## src/hdl/pta_pkg.sv

```systemverilog
// package: item types, codes and constants of the priority tile allocator
package pta_pkg;

	localparam int NUM_TILES_DEF = 16;

	localparam logic [2:0] KIND_SET_FRAME = 3'd0;
	localparam logic [2:0] KIND_ACQUIRE   = 3'd1;
	localparam logic [2:0] KIND_RELEASE   = 3'd2;
	localparam logic [2:0] KIND_SWEEP     = 3'd3;
	localparam logic [2:0] KIND_CLEAR     = 3'd4;

	localparam logic [0:0] REG_EVICT_HYST = 1'd0;
	localparam logic [0:0] REG_STALE_AGE  = 1'd1;

	typedef struct packed {
		logic [2:0]  kind;
		logic [31:0] owner_id;
		logic [15:0] priority_req;
		logic [31:0] frame;
		logic [31:0] retention;
	} req_t;

	typedef struct packed {
		logic        success;
		logic        reused;
		logic        evicted;
		logic [3:0]  tile_index;
		logic [31:0] evicted_owner;
		logic [4:0]  allocated_count;
	} rsp_t;

	// one tile entry as seen by the scan unit
	typedef struct packed {
		logic        valid;
		logic [31:0] owner;
		logic [15:0] prio;
		logic [31:0] last_used;
	} tile_t;

	// scan result handed back to the sequencer
	typedef struct packed {
		logic owner_hit;
		logic free_hit;
		logic victim_hit;
	} scan_flags_t;

endpackage

```

## src/hdl/pta_scan.sv

```systemverilog
// shared compare unit: one tile per cycle while en is high, tracks owner match, first free and best victim
module pta_scan #(
	parameter int NUM_TILES = pta_pkg::NUM_TILES_DEF,
	localparam int IW = (NUM_TILES > 1) ? $clog2(NUM_TILES) : 1
) (
	input  logic                 clk,
	input  logic                 arst_n,
	input  logic                 clr,
	input  logic                 en,
	input  logic [IW-1:0]        idx,
	input  pta_pkg::tile_t       tile,
	input  logic [31:0]          owner,
	output pta_pkg::scan_flags_t flags,
	output logic [IW-1:0]        owner_idx,
	output logic [IW-1:0]        free_idx,
	output logic [IW-1:0]        victim_idx,
	output pta_pkg::tile_t       victim
);

	logic better;

	always_comb begin
		better = !flags.victim_hit
			|| tile.prio < victim.prio
			|| (tile.prio == victim.prio && (tile.last_used < victim.last_used
			|| (tile.last_used == victim.last_used && tile.owner < victim.owner)));
	end

	always_ff @(posedge clk or negedge arst_n) begin
		if (!arst_n) begin
			flags <= '0;
		end else if (clr) begin
			flags <= '0;
		end else if (en) begin
			if (tile.valid && tile.owner == owner && owner != '0 && !flags.owner_hit)
				flags.owner_hit <= 1'b1;
			if (!tile.valid && !flags.free_hit)
				flags.free_hit <= 1'b1;
			if (tile.valid && better)
				flags.victim_hit <= 1'b1;
		end
	end

	always_ff @(posedge clk) begin
		if (en) begin
			if (tile.valid && tile.owner == owner && owner != '0 && !flags.owner_hit)
				owner_idx <= idx;
			if (!tile.valid && !flags.free_hit)
				free_idx <= idx;
			if (tile.valid && better) begin
				victim_idx <= idx;
				victim     <= tile;
			end
		end
	end

endmodule

```

## src/hdl/priority_tile_allocator_unit.sv

```systemverilog
// top level: tile table, sequencer and configuration registers
// flow to the done strobe: set frame and unused kinds go straight to S_DONE, sweep and clear
// make one S_WRITE pass, acquire and release make an S_SCAN pass, then S_DEC and an S_WRITE pass
// the scan and write passes visit one tile per cycle; a new item is taken only back in S_IDLE, after done
// busy is high from acceptance until the done strobe; the result holds until the next acceptance
// reset: tiles free, counts zero, frame zero, evict_hysteresis 0, stale_age 4; receiver cannot stall
module priority_tile_allocator_unit #(
	parameter int NUM_TILES = pta_pkg::NUM_TILES_DEF,
	localparam int IW = (NUM_TILES > 1) ? $clog2(NUM_TILES) : 1,
	localparam int CW = $clog2(NUM_TILES + 1)
) (
	input  logic            clk,
	input  logic            arst_n,
	input  logic            start,
	output logic            busy,
	input  pta_pkg::req_t   req,
	output logic            done,
	output pta_pkg::rsp_t   rsp,
	input  logic            cfg_we,
	input  logic [0:0]      cfg_index,
	input  logic [31:0]     cfg_data
);

	typedef enum logic [4:0] {
		S_IDLE  = 5'b00001,
		S_SCAN  = 5'b00010,
		S_DEC   = 5'b00100,
		S_WRITE = 5'b01000,
		S_DONE  = 5'b10000
	} state_t;

	state_t state_q;
	pta_pkg::req_t req_q;
	logic [IW-1:0] idx_q;
	logic [7:0]    hyst_q;
	logic [31:0]   stale_q;
	logic [31:0]   frame_q;
	logic [CW-1:0] count_q;

	logic [NUM_TILES-1:0] valid_q;
	logic [31:0] owner_q   [NUM_TILES];
	logic [15:0] prio_q    [NUM_TILES];
	logic [31:0] last_q    [NUM_TILES];
	logic [8:0]  pend_q    [NUM_TILES];

	// decision of the acquire: action codes
	logic          act_q;       // assign tile tgt_q
	logic          clr_pend_q;  // clear pending of all but tgt_q
	logic          bump_q;      // pending of tgt_q goes up
	logic          zero_q;      // pending of tgt_q goes to zero
	logic          rel_q;       // free tgt_q
	logic [IW-1:0] tgt_q;
	pta_pkg::rsp_t rsp_q;

	pta_pkg::tile_t       cur;
	pta_pkg::scan_flags_t flags;
	logic [IW-1:0] owner_idx, free_idx, victim_idx;
	pta_pkg::tile_t victim;
	logic          last_idx;
	logic [31:0]   age;
	logic [8:0]    pend_inc;
	logic          sweep_hit;

	assign cur.valid     = valid_q[idx_q];
	assign cur.owner     = owner_q[idx_q];
	assign cur.prio      = prio_q[idx_q];
	assign cur.last_used = last_q[idx_q];
	assign last_idx      = (idx_q == IW'(NUM_TILES - 1));

	pta_scan #(.NUM_TILES(NUM_TILES)) u_scan (
		.clk        (clk),
		.arst_n     (arst_n),
		.clr        (state_q == S_IDLE),
		.en         (state_q == S_SCAN),
		.idx        (idx_q),
		.tile       (cur),
		.owner      (req_q.owner_id),
		.flags      (flags),
		.owner_idx  (owner_idx),
		.free_idx   (free_idx),
		.victim_idx (victim_idx),
		.victim     (victim)
	);

	assign age      = frame_q - victim.last_used;
	assign pend_inc = pend_q[victim_idx] + 9'd1;
	assign sweep_hit = cur.valid && req_q.retention != '0
		&& (req_q.frame - cur.last_used) >= req_q.retention;

	assign busy = (state_q != S_IDLE);
	assign done = (state_q == S_DONE);
	always_comb begin
		rsp = rsp_q;
		rsp.allocated_count = 5'(count_q);
	end

	always_ff @(posedge clk or negedge arst_n) begin
		if (!arst_n) begin
			hyst_q  <= '0;
			stale_q <= 32'd4;
		end else if (cfg_we) begin
			unique case (cfg_index)
				pta_pkg::REG_EVICT_HYST: hyst_q  <= cfg_data[7:0];
				pta_pkg::REG_STALE_AGE:  stale_q <= cfg_data;
				default: ;
			endcase
		end
	end

	always_ff @(posedge clk or negedge arst_n) begin
		if (!arst_n) begin
			state_q <= S_IDLE;
			idx_q   <= '0;
			frame_q <= '0;
			count_q <= '0;
			valid_q <= '0;
			act_q   <= 1'b0;
			clr_pend_q <= 1'b0;
			bump_q  <= 1'b0;
			zero_q  <= 1'b0;
			rel_q   <= 1'b0;
			for (int i = 0; i < NUM_TILES; i++) begin
				owner_q[i] <= '0;
				prio_q[i]  <= '0;
				last_q[i]  <= '0;
				pend_q[i]  <= '0;
			end
		end else begin
			unique case (state_q)
				S_IDLE: begin
					if (start) begin
						req_q <= req;
						idx_q <= '0;
						rsp_q <= '0;
						act_q <= 1'b0;
						clr_pend_q <= 1'b0;
						bump_q <= 1'b0;
						zero_q <= 1'b0;
						rel_q  <= 1'b0;
						if (req.kind == pta_pkg::KIND_SET_FRAME) begin
							frame_q <= req.frame;
							state_q <= S_DONE;
						end else if (req.kind == pta_pkg::KIND_ACQUIRE
							|| req.kind == pta_pkg::KIND_RELEASE) begin
							state_q <= S_SCAN;
						end else if (req.kind == pta_pkg::KIND_SWEEP
							|| req.kind == pta_pkg::KIND_CLEAR) begin
							state_q <= S_WRITE;
						end else begin
							state_q <= S_DONE;
						end
					end
				end
				S_SCAN: begin
					idx_q <= idx_q + IW'(1);
					if (last_idx) begin
						idx_q   <= '0;
						state_q <= S_DEC;
					end
				end
				S_DEC: begin
					state_q <= S_WRITE;
					if (req_q.kind == pta_pkg::KIND_RELEASE) begin
						if (flags.owner_hit) begin
							rel_q <= 1'b1;
							tgt_q <= owner_idx;
							rsp_q.success <= 1'b1;
						end
					end else if (req_q.owner_id == '0) begin
						// owner zero never acquires
					end else if (flags.owner_hit) begin
						act_q <= 1'b1;
						tgt_q <= owner_idx;
						rsp_q.success <= 1'b1;
						rsp_q.reused  <= 1'b1;
						rsp_q.tile_index <= 4'(owner_idx);
					end else if (flags.free_hit) begin
						act_q <= 1'b1;
						tgt_q <= free_idx;
						rsp_q.success <= 1'b1;
						rsp_q.tile_index <= 4'(free_idx);
					end else if (req_q.priority_req >= victim.prio) begin
						tgt_q <= victim_idx;
						clr_pend_q <= 1'b1;
						if (age <= stale_q && {23'd0, pend_inc} <= {24'd0, hyst_q}) begin
							bump_q <= 1'b1;
						end else begin
							// a stale victim keeps its pending count
							if (age <= stale_q)
								zero_q <= 1'b1;
							act_q  <= 1'b1;
							rsp_q.success <= 1'b1;
							rsp_q.evicted <= 1'b1;
							rsp_q.tile_index <= 4'(victim_idx);
							rsp_q.evicted_owner <= victim.owner;
						end
					end
				end
				S_WRITE: begin
					idx_q <= idx_q + IW'(1);
					if (req_q.kind == pta_pkg::KIND_CLEAR
						|| (req_q.kind == pta_pkg::KIND_SWEEP && sweep_hit)
						|| (rel_q && idx_q == tgt_q)) begin
						if (valid_q[idx_q])
							count_q <= count_q - CW'(1);
						valid_q[idx_q] <= 1'b0;
						owner_q[idx_q] <= '0;
						prio_q[idx_q]  <= '0;
						last_q[idx_q]  <= '0;
						pend_q[idx_q]  <= '0;
					end else if (idx_q == tgt_q && (act_q || bump_q || zero_q)) begin
						if (act_q) begin
							if (!valid_q[idx_q])
								count_q <= count_q + CW'(1);
							valid_q[idx_q] <= 1'b1;
							owner_q[idx_q] <= req_q.owner_id;
							prio_q[idx_q]  <= req_q.priority_req;
							last_q[idx_q]  <= frame_q;
						end
						if (bump_q)
							pend_q[idx_q] <= pend_q[idx_q] + 9'd1;
						else if (zero_q)
							pend_q[idx_q] <= '0;
					end else if (clr_pend_q) begin
						pend_q[idx_q] <= '0;
					end
					if (last_idx) begin
						idx_q   <= '0;
						state_q <= S_DONE;
					end
				end
				S_DONE: begin
					state_q <= S_IDLE;
				end
				default: state_q <= S_IDLE;
			endcase
		end
	end

endmodule
```

## config.mk

```make
export PLATFORM = sky130hd
export DESIGN_NAME = priority_tile_allocator_unit
export DESIGN_NICKNAME = d
export VERILOG_FILES = /design/src/hdl/pta_pkg.sv /design/src/hdl/pta_scan.sv /design/src/hdl/priority_tile_allocator_unit.sv
export SDC_FILE = /design/constraint.sdc
export NUM_CORES = 2
export LEC_CHECK = 0
export ABC_CLOCK_PERIOD_IN_PS = 8800
export CAP_MARGIN = 5
export CORE_UTILIZATION = 30
export DETAILED_ROUTE_END_ITERATION = 8
export DONT_BUFFER_PORTS = 1
export GPL_TIMING_DRIVEN = 0
export PLACE_DENSITY = 0.44
export SLEW_MARGIN = 20
export SYNTH_ARGS = -nofsm -noshare
export SYNTH_HDL_FRONTEND = slang
export SYNTH_SLANG_ARGS = --single-unit
```

## constraint.sdc

```tcl
create_clock -name clk -period 8.8 [get_ports clk]
set_input_delay 0.44 -clock clk [delete_from_list [all_inputs] [get_ports clk]]
set_output_delay 0.44 -clock clk [all_outputs]
set_load 0.02 [all_outputs]
```

### Yosys cells after proc, flatten, opt, wreduce, memory -nomap -nowiden

Index checks and enable logic that the tools add are counted.

| word-level totals | value |
|---|---|
| flip-flop bits (word level) | 1784 |
| input bits | 152 |
| output and inout port bits | 46 |
| logic and storage cells | 353 |

| cells by class | value |
|---|---|
| add/sub/neg operators | 7 |
| $lt $le $gt $ge | 12 |
| equality and inequality tests | 40 |
| multiplexer cells | 117 |
| bitwise logic cells | 13 |
| reductions and logical operators | 68 |

Operators by type and width:

| kind | count |
|---|---|
| 2-to-1 mux 512 bit | 6 |
| AND 512 bit | 2 |
| bitwise mux 512 bit | 2 |
| 2-to-1 mux 256 bit | 3 |
| 2-to-1 mux 144 bit | 5 |
| NOT 512 bit | 1 |
| AND 256 bit | 1 |
| binary-select mux 32 bit (select 4 bit) | 2 |
| bitwise mux 256 bit | 1 |
| NOT 256 bit | 1 |
| 2-to-1 mux 32 bit | 7 |
| AND 144 bit | 1 |
| bitwise mux 144 bit | 1 |
| NOT 144 bit | 1 |
| demux 32 bit (select 4 bit) | 1 |
| 2-to-1 mux 16 bit | 6 |
| one-hot mux 39 bit (2 select lines) | 1 |
| 2-to-1 mux 37 bit | 2 |
| binary-select mux 9 bit (select 4 bit) | 2 |
| binary-select mux 16 bit (select 4 bit) | 1 |
| demux 16 bit (select 4 bit) | 1 |
| == test 32 bit | 2 |
| < comparator 32 bit | 2 |
| nonzero test 32 bit | 2 |
| 67 further kinds | 203 |

### Longest topological paths before layout

| logic depth | value |
|---|---|
| word-level depth | 14 |
| mapped depth | 37 |
| depth with buffers taken out | 27 |

### Modules after synthesis

From an unflattened synthesis, not the netlist that was laid out.

| second synthesis, totals | value |
|---|---|
| cells, all modules | 5804 |
| area total of the unflattened synthesis | 87413.8 um^2 |

By module, submodules not included:

| module | times used | cells an instance | area each (um^2) | seq. area each (um^2) |
|---|---|---|---|---|
| priority_tile_allocator_unit | 1 | 5363 | 82081.2 | 43058.8 |
| pta_scan | 1 | 441 | 5332.6 | 2867.8 |

### Worst setup path before layout

No wires, ideal clock.

| path | value |
|---|---|
| path kind | flip-flop to flip-flop |
| from | register idx_q[1] |
| to | register, netlist name u_scan.victim[0] |
| setup time | 537 ps |
| arrival | 7844 ps |
| data required time | 8263 ps |
| path slack | 419 ps |
| stages on the path, launching flop included | 18 |
| path buffers | 8 |
| period minus slack after synthesis | 8381 ps |
| cells stage by stage | dfrtp_1 buf_2 buf_2 buf_2 buf_2 buf_4 buf_2 buf_2 buf_1 mux4_2 mux4_2 ha_1 nand4_1 a2111oi_0 nand4_1 nor2_1 o2111ai_1 o21ai_1 |

RTL lines:

| element | RTL line | text |
|---|---|---|
| start: declaration | priority_tile_allocator_unit.sv:34 | `logic [IW-1:0] idx_q;` |
| start signal: assignment | priority_tile_allocator_unit.sv:155 | `idx_q <= idx_q + IW'(1);` |
| start signal: assignment | priority_tile_allocator_unit.sv:200 | `idx_q <= idx_q + IW'(1);` |

==> metrics.md <==
| Metric | Value |
|---|---|
| Post-detailed-routing wire length | `329900 um` |
| WHS | `0.04743 ns` |
| Floorplan die height | `530.2 um` |
| Cell area after synthesis | `83690 sq um` |
| Combined global-route utilization of all metal layers | `23.34%` |
| Starting Density | `between 30% and 40%` |
| Util after Layout | `35.64%` |
| Number of standard cells in the final layout excluding fillers | `11473` |
| Layout Nets | `7993` |
| Synth area leader | `sky130_fd_sc_hd__dfrtp_1` |
| Average footprint of a synthesized cell | `11.69 sq um` |
| Number of maximum-capacitance violations | `0` |
| Core footprint | `about 280000 sq um` |
| Number of detailed-routing iterations run before antenna repair | `5` |
| Max-slew violation count | `0` |
| Cell Area, Placed | `about 89000 sq um` |
| Maximum number of buffers from clock root to sink | `4` |
| Crit path required time | `9.61 ns` |
| Avg Vias per Cell | `5.356` |
| Commonest cells in the netlist | `sky130_fd_sc_hd__dfrtp_1 (1532), sky130_fd_sc_hd__nand2_1 (1445), sky130_fd_sc_hd__o21ai_0 (1366), sky130_fd_sc_hd__mux4_2 (450), sky130_fd_sc_hd__clkbuf_1 (270)` |
| CTS tree | `built` |
| Result of the run | `complete, no violations` |
| Maximum number of pins on one net before global-route repair | `206` |
| Arrival time at the worst endpoint | `9.26 ns` |
| Worst skew pair latency | `0.91 ns` |
| Via Count | `61453` |
| Total number of placement rows | `193` |
| Final Hold Vio Count | `0` |
| Min-Delay Path Class | `in2reg` |
| Power density of the placed cells | `241.8 nW/um^2` |
| Slowest cell on crit path | `sky130_fd_sc_hd__clkdlybuf4s15_1` |
| Number of flops mapped to enable cells by yosys | `250` |
| Post-detailed-route DRC marker count | `0` |
| Static leakage | `42.28 nW` |
| Category of the worst setup path capture point | `flop` |
| Category of the critical setup timing path | `reg2reg` |
| Synth-to-layout area growth | `17.94%` |
| Clock-pin slew on the worst setup and hold paths | `0.06 ns` |
| Cell count after placement | `between 10000 and 15000` |
| Number of library cell types mapped by synthesis | `92` |
| Total grt overflow | `0` |
| Slew at the pin closest to its max-slew limit | `1.153 ns` |
| Worst rel slew slack | `22.93%` |
| Via count of the first global-routing pass | `62324` |
| Antenna violations before repair | `29` |
| Detail-routed net length per standard cell | `28.75 um` |
| Max Freq | `118.3 MHz` |
| Global-route wire length before repair | `469500 um` |
| Final count of negative-setup-slack endpoints | `0` |
| Number of buffer cells added on primary ports | `0` |
| DIE WIDTH | `between 500 and 600 um` |
| Floorplan die area | `approximately 280000 sq um` |
| Share of the cycle needed by the critical path after routing | `96.02%` |
| Peak fanout along the critical path | `19` |
| I/O pin count | `198` |
| Share of the yosys chip area belonging to registers | `between 50 and 60%` |
| Main flop type after synthesis | `sky130_fd_sc_hd__dfrtp_1` |
| Root buffer cell | `sky130_fd_sc_hd__clkbuf_16` |
| Crit path launch type | `flop` |
| Share of flip-flops with an asynchronous set or reset after synthesis | `85.99%` |
| Iteration-0 DRC count of the detailed router | `5676` |
| Final weighted congestion of routability-driven global placement | `0.8929` |
| Net count of the mapped netlist | `7549` |
| Top cells by area in the synthesized netlist | `sky130_fd_sc_hd__dfrtp_1 (46%), sky130_fd_sc_hd__mux4_2 (12%), sky130_fd_sc_hd__edfxtp_1 (9.0%)` |
| Critical path's largest stage delay | `roughly 0.75 ns` |
| Final critical-path required period | `8.450 ns` |
| Layout cells sized above 1 | `18.02%` |
| CTS buffer count | `211` |
| Final cell area excluding filler cells | `approximately 100000 sq um` |
| Instance count of the mapped netlist | `between 7000 and 8000` |
| Count of clock tree sinks | `roughly 1800` |
| Count of synthesis-stage warnings from yosys | `0` |
| Hpwl dp | `233200 um` |
| Share of the synthesized area in the top cell type | `45.81%` |
| Most common cell in the synthesized netlist | `sky130_fd_sc_hd__dfrtp_1` |
| Maximum level of the CTS H-tree | `4` |
| Layout Skew | `0.07447 ns` |
| Post-DRT Antenna Nets | `0` |
| Flops & latches, synth | `around 1800` |
| VDD IR-drop max | `0.0001810 V` |
==> final timing paths <==
check / slack, ns / depth (start not counted) / to / from
setup / recovery: 0.35 / 32 / count_q[4] / idx_q[1]
hold / removal: 0.05 / 2 / hyst_q[0] / cfg_we
setup reg to reg: 0.35 / 32 / count_q[4] / idx_q[1]
hold reg to reg: 0.47 / 2 / prio_q[71] / prio_q[71]
max in group asynchronous: 5.50 / 7 / owner_q[459] / arst_n
min in group asynchronous: 0.16 / 2 / stale_q[21] / arst_n
==> timing repair <==
item | CTS | global route
hold endpoints to repair | 412 | 17
cloned | 0 | 1
setup endpoints to repair | 1529 | 1442
buffers inserted | 46 | 5
pin swaps | 4 | 1
hold buffers | 154 | 1
gates resized for setup | 142 | 30
==> sequential cells by signal, summed over array words and instances (netlist names), 5 cells and up, named ones only <==
signal	count
last_q	512
owner_q	512
prio_q	256
pend_q	144
req_q	115
u_scan.victim	80
rsp	39
frame_q	32
stale_q	32
hyst_q	8
count_q	5
state_q	5
==> worst max-delay path: cells and delay by family (launching register included) <==
kind / cells / cell delay, ns
AOI/OAI and AO/OA: 7 / 1.73
xor gates and xnor gates: 3 / 0.42
adders and majority gates: 3 / 0.79
buffers and inverters: 8 / 2.20
DFF: 1 / 0.42
muxes: 2 / 1.04
and+or+nand+nor: 9 / 1.63
==> per-layer routing <==
metal	global-route usage, %	wire length [um]	share of wire [%]	up-vias
li1	-	-	-	26401
met1	31.25	140200	43	32236
met2	36.93	150700	46	2201
met3	5.032	25010	7.6	605
met4	8.758	13910	4.2	10
met5	0	65	0.020	-
==> per-stage QoR <==
step	total power (W)	setup WS [ns]	TNS (ns)
global placement	0.01471	-9.524	-6985.41
detailed placement	0.01498	-4.800	-5597.55
global route	0.02487	-0.006580	-0.006580
CTS	0.02402	-0.1102	-0.2082
finish	0.02387	0.3502	0
floorplan	0.01262	0.4191	0
==> cells by family (layout without fill, tap and decap cells) <==
family	count (synthesis)	in the layout	share of synthesized area, %
DFF	1784	1784	54.84
adders and majority gates	240	240	3.606
and+or+nand+nor	1841	1841	9.125
buffers and inverters	759	1367	4.150
other	0	3	0
xor gates and xnor gates	104	104	1.097
muxes	708	708	16.11
AOI/OAI and AO/OA	1721	1721	11.07
==> placed cells by master (no fill, tap or decap), types with 13 or more instances in the layout <==
cell type,Yosys,final
sky130_fd_sc_hd__nor3_1,33,33
sky130_fd_sc_hd__clkbuf_8,0,45
sky130_fd_sc_hd__buf_4,67,118
sky130_fd_sc_hd__nor2b_1,16,16
sky130_fd_sc_hd__buf_6,12,27
sky130_fd_sc_hd__a32o_1,13,13
sky130_fd_sc_hd__buf_16,0,28
sky130_fd_sc_hd__nand3_1,48,48
sky130_fd_sc_hd__clkinv_2,0,34
sky130_fd_sc_hd__dlygate4sd3_1,0,154
sky130_fd_sc_hd__edfxtp_1,250,250
sky130_fd_sc_hd__a21oi_1,129,127
sky130_fd_sc_hd__nand2_1,1445,1445
sky130_fd_sc_hd__ha_1,238,238
sky130_fd_sc_hd__nand2b_1,14,14
sky130_fd_sc_hd__clkbuf_16,0,224
sky130_fd_sc_hd__o21a_1,15,15
sky130_fd_sc_hd__a21o_1,80,80
sky130_fd_sc_hd__mux4_1,31,31
sky130_fd_sc_hd__buf_12,6,21
sky130_fd_sc_hd__dfrtp_1,1532,1530
sky130_fd_sc_hd__nor4_1,23,21
sky130_fd_sc_hd__nor2_1,131,129
sky130_fd_sc_hd__and3_1,20,18
sky130_fd_sc_hd__o21ai_0,1366,1364
sky130_fd_sc_hd__mux2i_1,27,27
sky130_fd_sc_hd__nand4_1,42,42
sky130_fd_sc_hd__mux2_2,191,191
sky130_fd_sc_hd__xor2_1,38,38
sky130_fd_sc_hd__buf_2,147,127
sky130_fd_sc_hd__inv_1,221,220
sky130_fd_sc_hd__clkbuf_2,1,38
sky130_fd_sc_hd__xnor2_1,65,65
sky130_fd_sc_hd__mux4_2,450,450
sky130_fd_sc_hd__clkbuf_1,270,279
sky130_fd_sc_hd__buf_1,33,16
==> power breakdown <==
group	internal, W	switching (W)
Clock	0.00519	0.00364
Sequential	0.00876	0.000355
Combinational	0.00214	0.00378
Total	0.0161	0.00778
==> area by class of cell <==
type / instances / area (sq um)
diodes: 3 / 7.507
multi-input cells: 4614 / 34590
well taps: 3705 / 4636
plain buffers: 525 / 3000
clock buffers: 327 / 6421
fillers: 27458 / 178300
clock inverters: 50 / 444.2
inverters: 223 / 840.8
flip-flops and latches: 1784 / 45900
repair buffers: 242 / 2864
(Power assumes the default switching activity.)
